<file path="src/swe_pkg.sv">
// ============================================================================
// swe_pkg: shared types and constants for the spaced word extractor
// Holds the channel word types, the window read word, register indexes and
// the nucleotide encoder.
// ============================================================================
package swe_pkg;

    // Fixed field widths
    localparam int SYMBOL_W = 8;
    localparam int OUT_W    = 64;
    localparam int CODE_W   = 3;
    localparam int CFG_W    = 64;
    localparam int CFG_IDX_W = 1;

    // Register indexes on the configuration port
    localparam logic [CFG_IDX_W-1:0] REG_PATTERN_MASK = 1'd0;
    localparam logic [CFG_IDX_W-1:0] REG_PATTERN_SPAN = 1'd1;

    // Window code: bit 2 marks an invalid character, bits 1:0 are the base
    localparam logic [CODE_W-1:0] CODE_A       = 3'd0;
    localparam logic [CODE_W-1:0] CODE_C       = 3'd1;
    localparam logic [CODE_W-1:0] CODE_T       = 3'd2;
    localparam logic [CODE_W-1:0] CODE_G       = 3'd3;
    localparam logic [CODE_W-1:0] CODE_INVALID = 3'd4;
    localparam int               CODE_BAD_BIT = 2;

    // ASCII characters that encode to a base
    localparam logic [SYMBOL_W-1:0] CHAR_A_UP = 8'h41;
    localparam logic [SYMBOL_W-1:0] CHAR_C_UP = 8'h43;
    localparam logic [SYMBOL_W-1:0] CHAR_T_UP = 8'h54;
    localparam logic [SYMBOL_W-1:0] CHAR_G_UP = 8'h47;
    localparam logic [SYMBOL_W-1:0] CHAR_A_LO = 8'h61;
    localparam logic [SYMBOL_W-1:0] CHAR_C_LO = 8'h63;
    localparam logic [SYMBOL_W-1:0] CHAR_T_LO = 8'h74;
    localparam logic [SYMBOL_W-1:0] CHAR_G_LO = 8'h67;

    // Input word: one raw character
    typedef struct packed {
        logic [SYMBOL_W-1:0] symbol;
        logic                end_of_read;
    } in_word_t;

    // Output word: one spaced word
    typedef struct packed {
        logic [OUT_W-1:0] word;
        logic             is_reverse;
        logic             last_of_run;
    } out_word_t;

    // Registered read data of the window, one code for each word
    typedef struct packed {
        logic [CODE_W-1:0] code_f;
        logic [CODE_W-1:0] code_r;
    } win_rd_t;

    // Map a raw character to its window code; case does not matter.
    function automatic logic [CODE_W-1:0] encode_symbol(input logic [SYMBOL_W-1:0] c);
        logic [CODE_W-1:0] code;
        case (c) inside
            CHAR_A_UP, CHAR_A_LO: code = CODE_A;
            CHAR_C_UP, CHAR_C_LO: code = CODE_C;
            CHAR_T_UP, CHAR_T_LO: code = CODE_T;
            CHAR_G_UP, CHAR_G_LO: code = CODE_G;
            default:              code = CODE_INVALID;
        endcase
        return code;
    endfunction

endpackage

</file>
<file path="src/swe_window.sv">
// ============================================================================
// swe_window: circular symbol window with two read ports
// Stores the most recent symbol codes and returns, from registered read ports, the codes
// at two window indexes counted back from the newest symbol (index 0).
// ============================================================================
module swe_window #(
    parameter int MAX_SPAN = 64
) (
    input  logic                                clk,
    input  logic                                rst_n,
    input  logic                                wr_en,
    input  logic [swe_pkg::CODE_W-1:0]          wr_code,
    input  logic [((MAX_SPAN > 1) ? $clog2(MAX_SPAN) : 1)-1:0] idx_f,
    input  logic [((MAX_SPAN > 1) ? $clog2(MAX_SPAN) : 1)-1:0] idx_r,
    output swe_pkg::win_rd_t                    rd
);

    localparam int PTR_W = (MAX_SPAN > 1) ? $clog2(MAX_SPAN) : 1;
    localparam logic [PTR_W:0] DEPTH    = (PTR_W + 1)'(MAX_SPAN);
    localparam logic [PTR_W-1:0] LAST_AD = PTR_W'(MAX_SPAN - 1);

    logic [swe_pkg::CODE_W-1:0] mem [MAX_SPAN];
    logic [PTR_W-1:0]           newest_reg;
    logic [PTR_W-1:0]           newest_next;
    logic [PTR_W-1:0]           addr_f;
    logic [PTR_W-1:0]           addr_r;
    swe_pkg::win_rd_t           rd_reg;

    // Address of the next write, wrapping at the depth.
    always_comb
    begin
        newest_next = (newest_reg == LAST_AD) ? '0 : newest_reg + 1'b1;
    end

    // Window index to memory address: newest minus index, modulo the depth.
    function automatic logic [PTR_W-1:0] win_addr(input logic [PTR_W-1:0] newest,
                                                  input logic [PTR_W-1:0] idx);
        logic [PTR_W:0] sum;
        if (newest >= idx)
        begin
            sum = {1'b0, newest} - {1'b0, idx};
        end
        else
        begin
            sum = {1'b0, newest} + DEPTH - {1'b0, idx};
        end
        return sum[PTR_W-1:0];
    endfunction

    always_comb
    begin
        addr_f = win_addr(newest_reg, idx_f);
        addr_r = win_addr(newest_reg, idx_r);
    end

    // Newest pointer moves on every write.
    always_ff @(posedge clk or negedge rst_n)
    begin
        if (!rst_n)
        begin
            newest_reg <= '0;
        end
        else if (wr_en)
        begin
            newest_reg <= newest_next;
        end
    end

    // Storage: one write port, two registered read ports.
    always_ff @(posedge clk)
    begin
        if (wr_en)
        begin
            mem[newest_next] <= wr_code;
        end
        rd_reg.code_f <= mem[addr_f];
        rd_reg.code_r <= mem[addr_r];
    end

    assign rd = rd_reg;

endmodule

</file>
<file path="src/spaced_word_extractor.sv">
// ============================================================================
// spaced_word_extractor: spaced words with reverse complement
// Sliding nucleotide window that emits forward and reverse complement spaced
// words selected by a configurable match pattern.
// ============================================================================
// Each accepted symbol is written into the window. While the window holds
// fewer symbols than the pattern span the symbol is taken and gives no words.
// Once it is full, a sequencer walks the span one position per cycle through
// the two read ports of the window memory, building both words together,
// then drains the last read, checks both words and delivers them, longer
// while the result side stalls; the input stalls during that time.
// The forward word comes first, then the reverse complement word; a word with
// an invalid base or equal to all ones is dropped, and last_of_run marks the
// final word of a symbol. A symbol flagged end_of_read still gives its words,
// and the window starts empty after it. Configuration must be written only
// while the block is idle; the block itself does not enforce this.
module spaced_word_extractor #(
    parameter int MAX_SPAN  = 64,
    parameter int WORD_BITS = 64
) (
    input  logic                               clk,
    input  logic                               rst_n,
    input  logic                               cfg_we,
    input  logic [swe_pkg::CFG_IDX_W-1:0]      cfg_index,
    input  logic [swe_pkg::CFG_W-1:0]          cfg_data,
    input  logic                               sym_valid,
    output logic                               sym_stall,
    input  swe_pkg::in_word_t                  sym_data,
    output logic                               res_valid,
    input  logic                               res_stall,
    output swe_pkg::out_word_t                 res_data
);

    localparam int PTR_W  = (MAX_SPAN > 1) ? $clog2(MAX_SPAN) : 1;
    localparam int SPAN_W = $clog2(MAX_SPAN + 1);
    localparam int LIMIT  = WORD_BITS / 2;
    localparam int CNT_W  = $clog2(LIMIT + 1);
    localparam logic [SPAN_W-1:0] SPAN_MAX = SPAN_W'(MAX_SPAN);
    localparam logic [CNT_W-1:0]  CNT_MAX  = CNT_W'(LIMIT);
    localparam int OW = swe_pkg::OUT_W;

    // Sequencer states
    localparam logic [2:0] ST_IDLE   = 3'd0;
    localparam logic [2:0] ST_SCAN   = 3'd1;
    localparam logic [2:0] ST_DRAIN  = 3'd2;
    localparam logic [2:0] ST_FINISH = 3'd3;
    localparam logic [2:0] ST_SEND   = 3'd4;

    logic [2:0]        state_reg, state_next;
    logic [63:0]       mask_reg;
    logic [6:0]        span_cfg_reg;
    logic [SPAN_W-1:0] seen_reg, seen_next;
    logic [SPAN_W-1:0] pos_reg, pos_next;
    logic [CNT_W-1:0]  cnt_reg, cnt_next;
    logic              okf_reg, okf_next;
    logic              okr_reg, okr_next;
    logic [OW-1:0]     fw_reg, fw_next;
    logic [OW-1:0]     rv_reg, rv_next;
    logic              pvld_reg, pvld_next;
    logic              pend_f_reg, pend_f_next;
    logic              pend_r_reg, pend_r_next;
    logic              res_valid_reg, res_valid_next;
    swe_pkg::out_word_t res_reg, res_next;

    logic [SPAN_W-1:0] span;
    logic [SPAN_W-1:0] seen_inc;
    logic [8:0]        span9;
    logic [8:0]        pos9;
    logic              mask_bit;
    logic              sym_take;
    logic              res_take;
    logic [6:0]        bitpos;
    logic [SPAN_W-1:0] idx_f_full;
    swe_pkg::win_rd_t  rd;

    // Configuration registers.
    always_ff @(posedge clk or negedge rst_n)
    begin
        if (!rst_n)
        begin
            mask_reg     <= 64'd1;
            span_cfg_reg <= 7'd1;
        end
        else if (cfg_we)
        begin
            unique case (cfg_index)
                swe_pkg::REG_PATTERN_MASK: mask_reg     <= cfg_data;
                swe_pkg::REG_PATTERN_SPAN: span_cfg_reg <= cfg_data[6:0];
                default: ;
            endcase
        end
    end

    // Effective span: zero counts as one, and it never exceeds the window.
    always_comb
    begin
        span9 = {2'b00, span_cfg_reg};
        if (span9 == 9'd0)
        begin
            span9 = 9'd1;
        end
        if (span9 > 9'(MAX_SPAN))
        begin
            span9 = 9'(MAX_SPAN);
        end
        span = span9[SPAN_W-1:0];
    end

    // Pattern bit of the position being issued; positions 64 and up never match.
    always_comb
    begin
        pos9     = 9'(pos_reg);
        mask_bit = (pos9 < 9'd64) && mask_reg[pos9[5:0]];
    end

    assign sym_take   = sym_valid && !sym_stall;
    assign res_take   = !res_valid_reg || !res_stall;
    assign seen_inc   = (seen_reg == SPAN_MAX) ? seen_reg : seen_reg + 1'b1;
    assign idx_f_full = span - 1'b1 - pos_reg;
    assign bitpos     = 7'd62 - 7'({cnt_reg, 1'b0});

    // Window memory, read by forward and reverse index.
    swe_window #(
        .MAX_SPAN (MAX_SPAN)
    ) u_window (
        .clk     (clk),
        .rst_n   (rst_n),
        .wr_en   (sym_take),
        .wr_code (swe_pkg::encode_symbol(sym_data.symbol)),
        .idx_f   (idx_f_full[PTR_W-1:0]),
        .idx_r   (pos_reg[PTR_W-1:0]),
        .rd      (rd)
    );

    // Sequencer and word builder.
    always_comb
    begin
        state_next     = state_reg;
        seen_next      = seen_reg;
        pos_next       = pos_reg;
        cnt_next       = cnt_reg;
        okf_next       = okf_reg;
        okr_next       = okr_reg;
        fw_next        = fw_reg;
        rv_next        = rv_reg;
        pend_f_next    = pend_f_reg;
        pend_r_next    = pend_r_reg;
        pvld_next      = (state_reg == ST_SCAN) && mask_bit;
        res_valid_next = res_valid_reg && res_stall;
        res_next       = res_reg;

        // Fold in the codes read for the previous matching position.
        if (pvld_reg && (cnt_reg < CNT_MAX))
        begin
            okf_next = okf_reg && !rd.code_f[swe_pkg::CODE_BAD_BIT];
            okr_next = okr_reg && !rd.code_r[swe_pkg::CODE_BAD_BIT];
            fw_next[bitpos[5:0] +: 2] = rd.code_f[1:0];
            rv_next[bitpos[5:0] +: 2] = rd.code_r[1:0] ^ 2'b10;
            cnt_next = cnt_reg + 1'b1;
        end

        unique case (state_reg)
            ST_IDLE:
            begin
                if (sym_take)
                begin
                    seen_next = sym_data.end_of_read ? '0 : seen_inc;
                    pos_next  = '0;
                    cnt_next  = '0;
                    okf_next  = 1'b1;
                    okr_next  = 1'b1;
                    fw_next   = '0;
                    rv_next   = '0;
                    if (seen_inc >= span)
                    begin
                        state_next = ST_SCAN;
                    end
                end
            end
            ST_SCAN:
            begin
                if (pos_reg == span - 1'b1)
                begin
                    state_next = ST_DRAIN;
                end
                else
                begin
                    pos_next = pos_reg + 1'b1;
                end
            end
            ST_DRAIN:
            begin
                state_next = ST_FINISH;
            end
            ST_FINISH:
            begin
                pend_f_next = okf_reg && (fw_reg != {OW{1'b1}});
                pend_r_next = okr_reg && (rv_reg != {OW{1'b1}});
                state_next  = ST_SEND;
            end
            ST_SEND:
            begin
                if (res_take)
                begin
                    if (pend_f_reg)
                    begin
                        res_valid_next       = 1'b1;
                        res_next.word        = fw_reg;
                        res_next.is_reverse  = 1'b0;
                        res_next.last_of_run = !pend_r_reg;
                        pend_f_next          = 1'b0;
                        if (!pend_r_reg)
                        begin
                            state_next = ST_IDLE;
                        end
                    end
                    else if (pend_r_reg)
                    begin
                        res_valid_next       = 1'b1;
                        res_next.word        = rv_reg;
                        res_next.is_reverse  = 1'b1;
                        res_next.last_of_run = 1'b1;
                        pend_r_next          = 1'b0;
                        state_next           = ST_IDLE;
                    end
                    else
                    begin
                        state_next = ST_IDLE;
                    end
                end
            end
            default:
            begin
                state_next = ST_IDLE;
            end
        endcase
    end

    // Control registers.
    always_ff @(posedge clk or negedge rst_n)
    begin
        if (!rst_n)
        begin
            state_reg     <= ST_IDLE;
            seen_reg      <= '0;
            pos_reg       <= '0;
            cnt_reg       <= '0;
            pvld_reg      <= 1'b0;
            pend_f_reg    <= 1'b0;
            pend_r_reg    <= 1'b0;
            res_valid_reg <= 1'b0;
        end
        else
        begin
            state_reg     <= state_next;
            seen_reg      <= seen_next;
            pos_reg       <= pos_next;
            cnt_reg       <= cnt_next;
            pvld_reg      <= pvld_next;
            pend_f_reg    <= pend_f_next;
            pend_r_reg    <= pend_r_next;
            res_valid_reg <= res_valid_next;
        end
    end

    // Word payload registers.
    always_ff @(posedge clk)
    begin
        okf_reg <= okf_next;
        okr_reg <= okr_next;
        fw_reg  <= fw_next;
        rv_reg  <= rv_next;
        res_reg <= res_next;
    end

    assign sym_stall = (state_reg != ST_IDLE);
    assign res_valid = res_valid_reg;
    assign res_data  = res_reg;

    // A forward word that is not the last is followed at once by its reverse word.
    assert property (@(posedge clk) disable iff (!rst_n)
        res_valid && !res_stall && !res_data.last_of_run |=> res_valid && res_data.is_reverse)
    else $error("reverse word did not follow a non-final forward word");

    // A reverse word always closes the run of its symbol.
    assert property (@(posedge clk) disable iff (!rst_n)
        res_valid && res_data.is_reverse |-> res_data.last_of_run)
    else $error("reverse word without last_of_run");

    // The packed position count never passes the word capacity, nor the fill count the window depth.
    assert property (@(posedge clk) disable iff (!rst_n)
        cnt_reg <= CNT_MAX && seen_reg <= SPAN_MAX)
    else $error("position count or fill count out of range");

    // Words are only loaded while the sequencer is delivering them.
    assert property (@(posedge clk) disable iff (!rst_n)
        !res_valid_reg && res_valid_next |-> state_reg == ST_SEND)
    else $error("output loaded outside the delivery state");

endmodule

</file>
<file path="config.mk">
export PLATFORM = sky130hd
export DESIGN_NAME = spaced_word_extractor
export DESIGN_NICKNAME = d
export VERILOG_FILES = /design/src/swe_pkg.sv /design/src/swe_window.sv /design/src/spaced_word_extractor.sv
export SDC_FILE = /design/constraint.sdc
export NUM_CORES = 1
export LEC_CHECK = 0
export ABC_AREA = 1
export BUFFER_PORTS_ARGS = -buffer_cell sky130_fd_sc_hd__buf_2
export CORE_MARGIN = 4
export CORE_UTILIZATION = 35
export CTS_CLUSTER_DIAMETER = 80
export CTS_CLUSTER_SIZE = 16
export DETAILED_ROUTE_END_ITERATION = 10
export PLACE_DENSITY = 0.56
export SLEW_MARGIN = 20
export SYNTH_ARGS = -nofsm -noshare
export SYNTH_HDL_FRONTEND = slang
export SYNTH_HIERARCHICAL = 1
export SYNTH_SLANG_ARGS = --single-unit
export TNS_END_PERCENT = 100
</file>
<file path="constraint.sdc">
create_clock -name clk -period 5.4 [get_ports clk]
set_input_delay 0.27 -clock clk [delete_from_list [all_inputs] [get_ports clk]]
set_output_delay 0.27 -clock clk [all_outputs]
set_load 0.02 [all_outputs]
</file>
### Yosys cells after proc, flatten, opt, wreduce, memory -nomap -nowiden

Memory sizes are Yosys's and may differ from the RTL's. A register that Yosys moved wholly into a read port is not among the register bits.
Cells that the tools add are included.

| operators by class | value |
|---|---|
| $add $sub $neg | 13 |
| reductions and logical operators | 34 |
| muxes and demuxes | 53 |
| shifts and indexed selects | 3 |
| order comparisons | 7 |
| bitwise gates (word level) | 2 |
| equal/unequal tests | 24 |

Operators with widths:

| operator | count |
|---|---|
| $mux 64 | 6 |
| $mux 66 | 2 |
| $bwmux 64 | 2 |
| $ne 64x64->1 const B | 2 |
| $shiftx 2x8->64 | 2 |
| $eq 8x7->1 const B | 8 |
| $shift 2x8->64 const A | 1 |
| $mux 7 | 6 |
| $mux 6 | 6 |
| $mux 3 | 10 |
| $sub 6x6->6 | 5 |
| $add 6x1->6 const B | 3 |
| $mux 1 | 16 |
| $pmux 3 s5 | 1 |
| $add 7x1->7 const B | 2 |
| $pmux 7 s2 | 1 |
| $ge 6x6->1 | 2 |
| $ne 2x2->1 const B | 5 |
| $gt 9x7->1 const B | 1 |
| $logic_and 1x1->1 | 9 |
| $reduce_and 3->1 | 3 |
| $neg 6->8 | 1 |
| $reduce_and 2->1 | 4 |
| $reduce_or 2->1 | 4 |
| other kinds (24) | 34 |

| storage, ports and cells | value |
|---|---|
| register bits after elaboration | 300 |
| word-level logic and storage cells | 155 |
| output and inout port bits | 68 |
| RAM bits | 192 |
| input bits | 79 |
| memories | 1 |

Memory list:

| memory | depth | width | read ports | clocked after Yosys merged registers in | wr ports | RTL line | RTL |
|---|---|---|---|---|---|---|---|
| u_window.mem | 64 | 3 | 2 | 2 | 1 | swe_window.sv:22 | `logic [swe_pkg::CODE_W-1:0] mem [MAX_SPAN];` |

### Longest topological paths before layout

| logic depth | value |
|---|---|
| depth in word-level cells | 8 |
| gate-level depth with buffers | 22 |
| gate-level depth less buffers | 21 |

### Cells and area by module

The synthesis kept the hierarchy.

Modules (own cells, without submodules):

| module | sequential area each (um2) | instances | area each (um2) | cells each |
|---|---|---|---|---|
| spaced_word_extractor | 7,039.3 | 1 | 13,255.2 | 1,503 |
| swe_window | 6,035.8 | 1 | 11,451.0 | 1,459 |

### Worst setup path after synthesis

Ideal clock, no wire load.

| timing | value |
|---|---|
| path kind | register to register |
| from | register pend_f_reg |
| to | register res_reg (netlist bit res_data[0]), enable pin |
| stages on the path, launching flop included | 4 |
| required time | 4.910 ns |
| clock period less this slack | 4.020 ns |
| setup time | 0.490 ns |
| data arrival time | 3.530 ns |
| path buffers | 1 |
| setup slack | 1.380 ns |
| cell sequence | dfrtp_1 clkbuf_1 o21ai_0 nor2_1 |

| on the way | value |
|---|---|
| cells in the longest elaborated chain, start to end | 2 |

RTL lines:

| item | RTL line | RTL |
|---|---|---|
| start: declaration | spaced_word_extractor.sv:60 | `logic pend_f_reg, pend_f_next;` |
| start signal: assignment | spaced_word_extractor.sv:260 | `pend_f_reg <= pend_f_next;` |
| $reduce_bool 2->1 (no line) | - |  |
| $reduce_and 3->1 (no line) | - |  |
| end signal: assignment | spaced_word_extractor.sv:273 | `res_reg <= res_next;` |
| end: declaration | spaced_word_extractor.sv:63 | `swe_pkg::out_word_t res_reg, res_next;` |

No other way between the ends.
A chain may end at the register's enable or synchronous reset.

### Worst setup path after layout

| timing | value |
|---|---|
| from | register span_cfg_reg[1] |
| to | register u_window/rd[4] (netlist name) |

| on the way | value |
|---|---|
| cells in the longest elaborated chain, start to end | 8 |
| elaborated cells on any way between the ends | 10 |
| classes of those cells | add/sub: 4; order compare: 2; mux: 3; reduce/logical: 1 |

RTL lines:

| item | RTL line | RTL |
|---|---|---|
| start: declaration | spaced_word_extractor.sv:51 | `logic [6:0] span_cfg_reg;` |
| start signal: assignment | spaced_word_extractor.sv:88 | `swe_pkg::REG_PATTERN_SPAN: span_cfg_reg <= cfg_data[6:0];` |
| $logic_not 7->1 | spaced_word_extractor.sv:98 | `if (span9 == 9'd0)` |
| $mux 7 (*) | spaced_word_extractor.sv:98 |  |
| $gt 9x7->1 | spaced_word_extractor.sv:102 | `if (span9 > 9'(MAX_SPAN))` |
| $mux 7 (*) | spaced_word_extractor.sv:102 |  |
| $sub 7x1->7 (*) | - |  |
| $sub 6x6->6 (*) | spaced_word_extractor.sv:119 | `assign idx_f_full = span - 1'b1 - pos_reg;` |
| named net idx_f_full[2] | spaced_word_extractor.sv:73 | `logic [SPAN_W-1:0] idx_f_full;` |
| $sub 6x6->6 (tied with other cells) | swe_window.sv:45 | `sum = {1'b0, newest} + DEPTH - {1'b0, idx};` |
| $mux 6 (*) | swe_window.sv:39 | `if (newest >= idx)` |

Mark *: on every way through the listed nets, which the timed path passes. The rest lies on a longest branch.

==> results_dict.tcl <==
set metrics [dict create \
    cts.sinks 498 \
    cts-root-buf "clkbuf_16" \
    critPathMostFrequentCell "nand2_1" \
    final_cell_mix "855 x nand2_1, 299 x nand3_1, 264 x inv_1, 258 x edfxtp_1, 242 x o21ai_0" \
    clk_latency_ps 600 \
    antenna_found_initial 0 \
    netlist_instances 2962 \
    std_cell_rows 97 \
    holdCritPathClass "in -> reg" \
    fin_crit_ps 4080 \
    synth_area_leaders "edfxtp_1 31%, nand2_1 13%, dfxtp_1 11%" \
    coreArea_sq_um 70000 \
    seqCellArea_sq_um 13100 \
    area_growth_pct 13.9 \
    synth_top_area_share_pct 31.4 \
    grt_pass1_vias 19400 \
    cp_slowest_cell "nand2_1" \
    relSlewSlack_pct 33.6 \
    setup_tns_ps 0 \
    cp-startpoint "span_cfg_reg[1]$_DFFE_PN0P_" \
    critical-path-max-stage-delay_ps 550 \
    largest_reg_flops 192 \
    dpl.hpwl_um 47100 \
    post-cts-setup-buffer-count 0 \
    cts_buffers 40 \
    synth_fa_ha_area_share_pct 1.86 \
    setup_ws_ps 1320 \
    critPathLaunchType "flop" \
    final_common_cell "nand2_1" \
    final_layout_size_suffix_gt1_share_pct 11.7 \
    period_share_pct 75.5 \
    ys_warn_count 6 \
    vias_per_cell 5.00 \
    clockBufferDepth 3 \
    die_y_um 274 \
    chipWidth_um 274 \
    io_pins 147 \
    maxCapViolCount 0 \
    ys_ff_latch 498 \
    multi_input_area_sq_um 9950 \
    grt_pass1_wl_um 113000 \
    fillCellCount 7079 \
    grt_usage_pct 19.2 \
    synth_compound_area_share_pct 8.41 \
    finClkSkew_ps 35.7 \
    cts_tree "built" \
    finalWirelength_um 72700 \
    ys_seq_area_share_pct 52.9 \
    cp-end-kind "flop" \
    nets 3213 \
    timing.rr.start "span_cfg_reg[1]$_DFFE_PN0P_" \
    drcViolationCount 0 \
    status "finished, final reports clean" \
    place.gp.congestion 0.843 \
    syn_nets 3076 \
    fp.dieArea_sq_um 74900 \
    fmax_mhz 245 \
    grt.overflow.total 0 \
    place.port_buffers 145 \
    post-place-ws_ps 1330 \
    avgSynthCellArea_sq_um 8.34 \
    num_antenna_cells 0 \
    drt-pass1-iter-count 5 \
    drtIter0Drc 1734 \
    fin_hold_ws_ps 37.7 \
    cts_max_level 2 \
    grt_max_degree 90 \
    min_from "cfg_data[6]" \
    worstSetupPathType "reg -> reg" \
    clkSlewWorstSetupHoldPaths_ps 80 \
    worst_pin_slew_ps 997 \
    finalHoldViolCount 0 \
    yosysTopAreaCell "edfxtp_1" \
    initial_core_util_pct 35.3 \
    path_cells "nor2_1 > nand3_1 > nand2_1 > nand2_1 > ha_1 > inv_1 > fa_1 > xor2_1 > inv_1 > ha_1 > a21oi_1 > nand3_1 > nand2_1 > inv_1 > nand2_1 > nand3_1 > nand2_1 > nand2_1 > nand2_1" \
    slew_viol_final 0 \
    cp.required_ps 5940 \
    synth-simple-area-share_pct 26.1 \
    setup_viol 0 \
    cp_max_fo 13 \
    synth-xor-area-share_pct 1.12 \
    rsz0062_at_grt "false" \
    vias 20400 \
    synth_cell_types 49 \
    synthesis.area_sq_um 24700 \
    ant_nets 0 \
    ctsResizeCount 0 \
    worstPathArrival_ps 4620 \
    post_drt_wl_per_cell_um 17.9 \
    synth_top_family_by_area "simple AND/OR/NAND/NOR gates" \
    regMostFlops "u_window/mem" \
    reg2reg_setup_slack_ps 1320 \
    yosys-mux-area-fraction_pct 2.60 \
]
==> layout make-up <==
type / count / share of cell area, %
Inverter: 293 / 3.92
Clock inverter: 11 / 0.396
Tap cell: 940 / 4.18
Multi-Input combinational cell: 2031 / 35.4
Sequential cell: 498 / 46.5
Timing Repair Buffer: 235 / 5.66
Clock buffer: 63 / 4.01
==> repair_timing <==
| item | CTS | global route |
|---|---|---|
| endpoints found under the setup margin | 0 | 0 |
| hold buffers | 65 | 0 |
| hold endpoints to repair | 118 | 0 |
==> kinds of logic after synthesis <==
family / count (synthesis)
and+or+nand+nor: 1511
DFF: 498
buffers and inverters: 433
AOI/OAI and AO/OA: 399
muxes: 57
adders and majority gates: 35
xor gates and xnor gates: 29
==> path summary, 6_finish.rpt <==
check                                                    to  cells past startpoint
worst max-delay path                 u_window/rd[4]$_DFF_P_                     19
worst min-delay path            span_cfg_reg[6]$_DFFE_PN0P_                      3
worst max register to register       u_window/rd[4]$_DFF_P_                     19
worst min register to register           rv_reg[11]$_DFF_P_                      2
max in group asynchronous            pend_f_reg$_DFFE_PN0P_                      3
min in group asynchronous          mask_reg[41]$_DFFE_PN0P_                      2
==> synthesized netlist by cell type (all sizes together) <==
library cell	n
nand2	862
nand3	307
inv	291
edfxtp	258
o21ai	251
nor2	250
dfxtp	136
a21oi	110
dfrtp	102
clkbuf	76
buf	64
mux2	57
nand4	49
ha	32
nor3	27
xor2	19
o22ai	15
o211ai	11
xnor2	10
nor4	8
or2	6
a211oi	5
fa	3
o31ai	3
clkinv	2
dfstp	2
nand3b	2
a21o	1
a221oi	1
o21a	1
o21bai	1
==> stage by stage <==
stage               utilization, %  cells  instance area, sq um
finish                        40.2   4071                 28100
global route                  40.2   4071                 28100
CTS                           40.2   4071                 28100
detailed placement            37.5   3932                 26200
global placement              37.5   3932                 26200
floorplan                        -   2962                 24700
==> per-layer routing <==
layer,part of all wire [%],up-vias,routed length [um],track usage (%)
met5,0,-,0,0
met4,2.6,0,1920,5.49
met3,6.4,109,4680,3.06
met2,47,633,34000,31.6
met1,44,9534,32100,26.2
li1,-,10100,-,-
==> worst max-delay path: cells and delay by family, from the launching register on <==
family	cells	cell delay, ps
buffers and inverters	3	490
AO/OA/AOI/OAI	1	250
AND/OR/NAND/NOR	11	1670
flip-flops	1	400
XOR/XNOR	1	170
adder cells (fa/ha/maj)	3	1080
Power is not shown: default switching activity piles up to over one toggle a cycle in this logic, so the estimate is an artifact.
